--- src/hw/rtl/pose_keyframe_trigger_unit_macros.svh ---
// assertion macros shared by the pose keyframe trigger rtl
// depends on a clock named aclk and a synchronous active-low reset named aresetn
`ifndef POSE_KEYFRAME_TRIGGER_UNIT_MACROS_SVH
`define POSE_KEYFRAME_TRIGGER_UNIT_MACROS_SVH

// consequent checked in the same cycle
`define PKT_ASSERT_NOW(label, ante, cons, msg) \
    label: assert property (@(posedge aclk) disable iff (!aresetn) (ante) |-> (cons)) \
        else $error(msg);

// consequent checked in the cycle after the antecedent
`define PKT_ASSERT_NEXT(label, ante, cons, msg) \
    label: assert property (@(posedge aclk) disable iff (!aresetn) (ante) |=> (cons)) \
        else $error(msg);

`endif

--- src/hw/rtl/pkt_pkg.sv ---
// shared widths, codes and types for the pose keyframe trigger
// no dependencies
`default_nettype none

package pkt_pkg;

    localparam int PosW     = 32;
    localparam int AxisN    = 3;
    localparam int RotElemW = 16;
    localparam int RotN     = 9;
    localparam int RowW     = 3 * RotElemW;
    localparam int ThrW     = 31;
    localparam int LimW     = 31;
    localparam int ScanW    = 16;
    localparam int KfW      = 32;
    localparam int DistW    = PosW;
    localparam int ProdW    = 2 * RotElemW;
    localparam int SqW      = 2 * DistW;
    localparam int SumW     = SqW + 2;
    localparam int ThrSqW   = 2 * ThrW;
    localparam int TraceW   = ProdW + 3;

    localparam int RotBase  = AxisN * PosW;
    localparam int InDataW  = RotBase + RotN * RotElemW;
    localparam int OutBits  = 1 + KfW + ScanW;
    localparam int OutDataW = ((OutBits + 7) / 8) * 8;

    localparam int CfgAddrW = 4;
    localparam int CfgDataW = 32;

    // register indexes (paddr[3:2])
    localparam logic [1:0] RegMinTrans  = 2'd0;
    localparam logic [1:0] RegRotEnable = 2'd1;
    localparam logic [1:0] RegTraceLim  = 2'd2;
    localparam logic [1:0] RegMaxScans  = 2'd3;

    // action codes
    localparam logic ActEvaluate = 1'b0;
    localparam logic ActCommit   = 1'b1;

    // 1 + 2cos(0) in Q2.28
    localparam logic signed [LimW-1:0] TraceLimReset = 31'sd805306368;

    localparam logic [KfW-1:0]   KfOne   = 32'd1;
    localparam logic [ScanW-1:0] ScanOne = 16'd1;

    typedef struct packed {
        logic [ThrW-1:0]          min_translation;
        logic                     rotation_enable;
        logic signed [LimW-1:0]   rotation_trace_limit;
        logic [ScanW-1:0]         scan_limit;
    } cfg_t;

    // front stage to evaluation stage
    typedef struct packed {
        logic                              commit;
        logic                              no_ref;
        logic                              scan_hit;
        logic                              axis_hit;
        logic [AxisN-1:0][DistW-1:0]       axis_mag;
        logic [RotN-1:0][ProdW-1:0]        prod;
        logic [KfW-1:0]                    kf_total;
        logic [ScanW-1:0]                  scans;
    } front_t;

endpackage

`default_nettype wire

--- src/hw/rtl/pkt_cfg.sv ---
// apb register file for the pose keyframe trigger thresholds
// depends on pkt_pkg
`default_nettype none

module pkt_cfg (
    input  wire logic                          aclk,
    input  wire logic                          aresetn,
    input  wire logic                          psel,
    input  wire logic                          penable,
    input  wire logic                          pwrite,
    input  wire logic [pkt_pkg::CfgAddrW-1:0]  paddr,
    input  wire logic [pkt_pkg::CfgDataW-1:0]  pwdata,
    output logic      [pkt_pkg::CfgDataW-1:0]  prdata,
    output logic                               pready,
    output pkt_pkg::cfg_t                      cfg
);

    pkt_pkg::cfg_t cfg_reg;
    pkt_pkg::cfg_t cfg_next;
    logic [1:0]    idx;
    logic          wr;

    assign pready = 1'b1;
    assign idx    = paddr[3:2];
    assign wr     = psel && penable && pwrite && pready;
    assign cfg    = cfg_reg;

    always_comb begin
        cfg_next = cfg_reg;
        if (wr) begin
            case (idx)
                pkt_pkg::RegMinTrans:  cfg_next.min_translation = pwdata[pkt_pkg::ThrW-1:0];
                pkt_pkg::RegRotEnable: cfg_next.rotation_enable = pwdata[0];
                pkt_pkg::RegTraceLim:
                    cfg_next.rotation_trace_limit = $signed(pwdata[pkt_pkg::LimW-1:0]);
                pkt_pkg::RegMaxScans:  cfg_next.scan_limit = pwdata[pkt_pkg::ScanW-1:0];
                default: cfg_next = cfg_reg;
            endcase
        end
    end

    always_ff @(posedge aclk) begin
        if (!aresetn) begin
            cfg_reg.min_translation      <= '0;
            cfg_reg.rotation_enable      <= 1'b0;
            cfg_reg.rotation_trace_limit <= pkt_pkg::TraceLimReset;
            cfg_reg.scan_limit           <= '0;
        end else begin
            cfg_reg <= cfg_next;
        end
    end

    always_comb begin
        case (idx)
            pkt_pkg::RegMinTrans:  prdata = {1'b0, cfg_reg.min_translation};
            pkt_pkg::RegRotEnable: prdata = {31'b0, cfg_reg.rotation_enable};
            pkt_pkg::RegTraceLim:
                prdata = {cfg_reg.rotation_trace_limit[pkt_pkg::LimW-1],
                          cfg_reg.rotation_trace_limit};
            pkt_pkg::RegMaxScans:  prdata = {16'b0, cfg_reg.scan_limit};
            default:               prdata = '0;
        endcase
    end

endmodule

`default_nettype wire

--- config.mk ---
export PLATFORM = sky130hd
export DESIGN_NAME = pkt_cfg
export DESIGN_NICKNAME = d
export VERILOG_FILES = /design/src/hw/rtl/pose_keyframe_trigger_unit_macros.svh /design/src/hw/rtl/pkt_pkg.sv /design/src/hw/rtl/pkt_cfg.sv
export SDC_FILE = /design/constraint.sdc
export NUM_CORES = 1
export LEC_CHECK = 0
export ABC_CLOCK_PERIOD_IN_PS = 1250
export BUFFER_PORTS_ARGS = -buffer_cell sky130_fd_sc_hd__buf_2
export CORE_MARGIN = 2
export CORE_UTILIZATION = 48
export DETAILED_ROUTE_END_ITERATION = 16
export GPL_TIMING_DRIVEN = 0
export PLACE_DENSITY = 0.89
export RECOVER_POWER = 100
export SLEW_MARGIN = 0
export SYNTH_ARGS = -nofsm -noshare
export SYNTH_HDL_FRONTEND = slang
export SYNTH_SLANG_ARGS = --single-unit
--- constraint.sdc ---
create_clock -name aclk -period 1.25 [get_ports aclk]
set_input_delay 0.125 -clock aclk [delete_from_list [all_inputs] [get_ports aclk]]
set_output_delay 0.125 -clock aclk [all_outputs]
set_load 0.005 [all_outputs]
Word level (Yosys, flattened, before mapping)
Cells that the tools add are included.

storage, ports and cells
  register bits = 79
  bits in latches = 0
  bits in writable memories = 0
  bits in read-only memories = 0
  bits of input ports = 41
  output and inout port bits = 112
  word-level logic and storage cells = 15
  memories = 0

cells by class
  add/subtract/negate cells = 0
  multipliers = 0
  divide/modulo/power cells = 0
  $lt $le $gt $ge = 0
  equal/unequal tests = 3
  shift-type cells = 0
  multiplexer cells = 1
  bitwise gates (word level) = 0
  reduce and logical (&&, ||, !) cells = 7

operators with widths
  operator                                                         count
  32-bit one-hot mux with 4 select lines                           1
  2-bit AND reduction                                              4
  2-bit == test, second input constant                             2
  2-bit by 1-bit == test with 1-bit output, second input constant  1
  1-bit logical AND                                                2
  2-bit zero test                                                  1

Longest topological paths before layout
  depth in word-level cells = 3
  gate-level depth with buffers = 4
  mapped depth without buffers = 3

Worst setup path before layout
No wires, ideal clock.

  path type = input port to output port
  from = input port paddr[3] (netlist name)
  to = output port prdata[11] (netlist name)
  arrival = 857 ps
  path slack = 268 ps
  stages = 4
  buffers on the path = 2
  path through = buf_6 -> nor2_1 -> buf_4 -> a22o_1

on the way
  cells in the longest elaborated chain, start to end = 2
  elaborated cells on any way between the ends = 5

ends and longest elaborated chain
  item                                      RTL line       RTL
  from (decl)                               pkt_cfg.sv:11  input wire logic [pkt_pkg::CfgAddrW-1:0] paddr,
  2-bit == test (tied with other cells)     pkt_cfg.sv:54  case (idx)
  32-bit one-hot mux with 4 select lines *  pkt_cfg.sv:54
  to (decl)                                 pkt_cfg.sv:13  output logic [pkt_pkg::CfgDataW-1:0] prdata,

Mark *: on every way between the ends. The rest lies on a longest branch, timed or not.

Final worst setup path
  from = register cfg_reg, in the netlist cfg[23]
  to = output port prdata[7] (netlist name)

on the way
  cells in the longest elaborated chain, start to end = 1

ends and longest elaborated chain
  item                                    RTL line       RTL
  from (decl)                             pkt_cfg.sv:18  pkt_pkg::cfg_t cfg_reg;
  from (signal assigned)                  pkt_cfg.sv:49  cfg_reg <= cfg_next;
  32-bit one-hot mux with 4 select lines  pkt_cfg.sv:54

Every way passes these cells.

==> flow_metrics.py <==
metrics = {
    "status": {
        "outcome": "finished, violations left",
        "violations": "setup timing",
    },
    "global_routing": {
        "global_route.usage.total_pct": 27.4,
        "grt-ovfl-total": 0,
        "antenna_found_initial": 0,
        "first_global_vias": 3639,
        "grt_pass1_wl_mm": 18.1,
        "grt_start_max_net_pins": 13,
    },
    "layout": {
        "final_area_mm2": 0.00498,
        "filler_cells_inserted": 586,
        "largest_register_ff_count": 79,
        "final_core_util_pct": 68.7,
        "layout.cells.most_common": "sky130_fd_sc_hd__buf_2",
        "fin_cells": 664,
        "post_route_cells_drive_above_1_share_pct": 46.4,
        "antenna_cells": 0,
        "nets": 601,
        "synthToLayoutAreaGrowth_pct": 38.1,
        "most-common-layout-cells": "sky130_fd_sc_hd__buf_2 (147), sky130_fd_sc_hd__nand2_1 (109), sky130_fd_sc_hd__mux2i_1 (91)",
    },
    "die": {
        "die_w_um": 90.7,
        "fp.dieH_um": 90.7,
        "floorplan.io_pins": 153,
        "design.core.area_mm2": 0.00725,
        "rows": 31,
        "initial_utilization_pct": 49.8,
        "die-area_mm2": 0.00823,
    },
    "timing": {
        "setup_ws_ps": -143,
        "finalCriticalPeriod_ps": 1390,
        "max_slew_margin_pct": 60.7,
        "achievable_freq_mhz": 718,
        "finalHoldViolCount": 0,
        "fin_hold_ws_ps": 59.2,
        "tightest_slew_ps": 590,
        "finalMaxSlewViolations": 0,
        "setup_violations": 26,
        "worst_clock_skew_ps": 0,
        "finalCritPeriodShare_pct": 111,
        "rsz_0062_raised_after_global_routing": "true",
        "fin_tns_setup_ps": -1920,
    },
    "placed_design": {
        "place_congestion": 0.816,
        "post_dp_cell_area_mm2": 0.00447,
        "hpwlAfterDp_mm": 7.95,
        "place_worst_setup_slack_ps": -378,
        "place.detailed.instances": 616,
        "place.port_buffers": 147,
    },
    "critical_path": {
        "arrival_ps": 1270,
        "cp.required_ps": 1120,
        "kind_of_capture_point_of_the_worst_setup_path": "output port",
        "worst-setup-path-type": "flip-flop to output port",
        "timing.reg2reg.setup_slack_ps": 440,
        "start_kind": "flip-flop",
        "crit_path_cell_trace": "mux2_4 > a22o_1 > buf_2",
        "crit_path_max_incr_delay_ps": 330,
        "crit_path_top_delay_cell": "sky130_fd_sc_hd__dfxtp_2",
        "critical_path.max_fanout": 2,
    },
    "power": {
        "fin_total_pwr_mw": 4.80,
        "power.ir.vdd_worst_mv": 0.531,
        "static-leakage-power_nw": 2.51,
        "power_density_mw_per_mm2": 963,
    },
    "synth": {
        "netlist_instances": 370,
        "ys_ff_latch": 79,
        "syn-mean-instance-area_um2": 9.76,
        "cell_variety_after_synth": 24,
        "mappedNetlistArea_mm2": 0.00361,
        "part_of_the_yosys_area_used_for_sequential_elements_pct": 43.8,
        "yosysWarnings": 0,
        "synthesized_nets": 411,
    },
    "drt": {
        "route.antenna.remaining_nets": 0,
        "drt-wirelength-per-cell_um": 17.5,
        "detail_route.drc_violations": 0,
        "drt_iter0_drc": 144,
        "drt_wl_total_mm": 11.6,
        "detail_route.vias_per_cell": 5.33,
        "first_pass_iters": 5,
        "vias": 3539,
    },
    "job": {
        "maxCapViolations": 0,
    },
    "cts": {
        "clkTransAtPathRegs_ps": 80,
        "clkSinkCount": 79,
        "tritoncts": "done",
        "worstSkewPairLatency_ps": 330,
        "cts-htree-levels": 3,
        "tritoncts.num_buffers": 9,
        "cts.path.max_buffers": 2,
        "root_buffer": "sky130_fd_sc_hd__clkbuf_8",
    },
    "hold_path": {
        "hold_path_class": "primary input to flip-flop",
    },
}
[cells in the mapped netlist, drive strengths merged]
master    n  area, µm²
mux2i    91        911
inv       2       7.51
a22o     15        131
o211ai    2       15.0
buf      19        156
nand2   109        409
clkbuf   10       37.5
a21oi     1       5.00
conb      1       3.75
mux2     15        169
nand3     2       27.5
nand4b    2       17.5
nor2     16       60.1
nor3b     2       26.3
mux4      1       22.5
nor3      1       16.3
dfxtp    79       1580
nand2b    1       6.26
and3      1       6.26
[report_power, final]
group	switching (mW)	internal (mW)
registers	0.0238	2.55
logic	0.292	0.205
clock network	0.904	0.827
total	1.22	3.58
[path summary, 6_finish.rpt]
| kind | start | to | depth (start not counted) |
|---|---|---|---|
| max | cfg[23]$_SDFFE_PN0P_ | prdata[7] | 3 |
| min | pwdata[27] | cfg[43]$_SDFFE_PN0P_ | 3 |
| max reg2reg | cfg[23]$_SDFFE_PN0P_ | cfg[23]$_SDFFE_PN0P_ | 4 |
| min reg2reg | cfg[59]$_SDFFE_PN0P_ | cfg[59]$_SDFFE_PN0P_ | 2 |
[layer usage]
layer  vias to the layer above  track usage [%]  share of wire [%]
li1                       1637                -                  -
met1                      1702             33.0                 41
met2                       159             48.7                 50
met3                        41             3.76                6.0
met4                         0             11.7                2.8
met5                         -                0                  0
[layout make-up]
| cell class | instances | area, µm² | area share, % |
|---|---|---|---|
| clock inverters | 3 | 17.5 | 0.351 |
| well taps | 99 | 124 | 2.48 |
| multi-input cells | 260 | 1870 | 37.6 |
| inverters | 2 | 7.51 | 0.151 |
| plain buffers | 29 | 208 | 4.17 |
| clock buffers | 13 | 159 | 3.19 |
| flip-flops and latches | 79 | 1620 | 32.5 |
| repair buffers | 179 | 976 | 19.6 |
[what timing repair did]
item	4_1_cts	5_1_grt
resized for setup	45	9
setup buffers	29	3
endpoints found under the hold margin	0	0
pin swaps	2	2
hold buffers	0	0
endpoints found under the setup margin	27	28
[critical path, delay by kind of cell (launching register included)]
family,cells,cell delay [ps]
AO/OA/AOI/OAI,1,200
multiplexers,1,270
buffers and inverters,1,130
flip-flops,1,330
[kinds of logic (layout without fill, tap and decap cells)]
family                 after synthesis  count (layout)  synth area share (%)
AOI/OAI and AO/OA                   18              18                  4.19
other                                1               1                 0.104
muxes                              107             107                  30.5
buffers and inverters               31             226                  5.58
DFF                                 79              79                  43.8
and+or+nand+nor                    134             134                  15.8
Power figures use the tool's default switching activity.
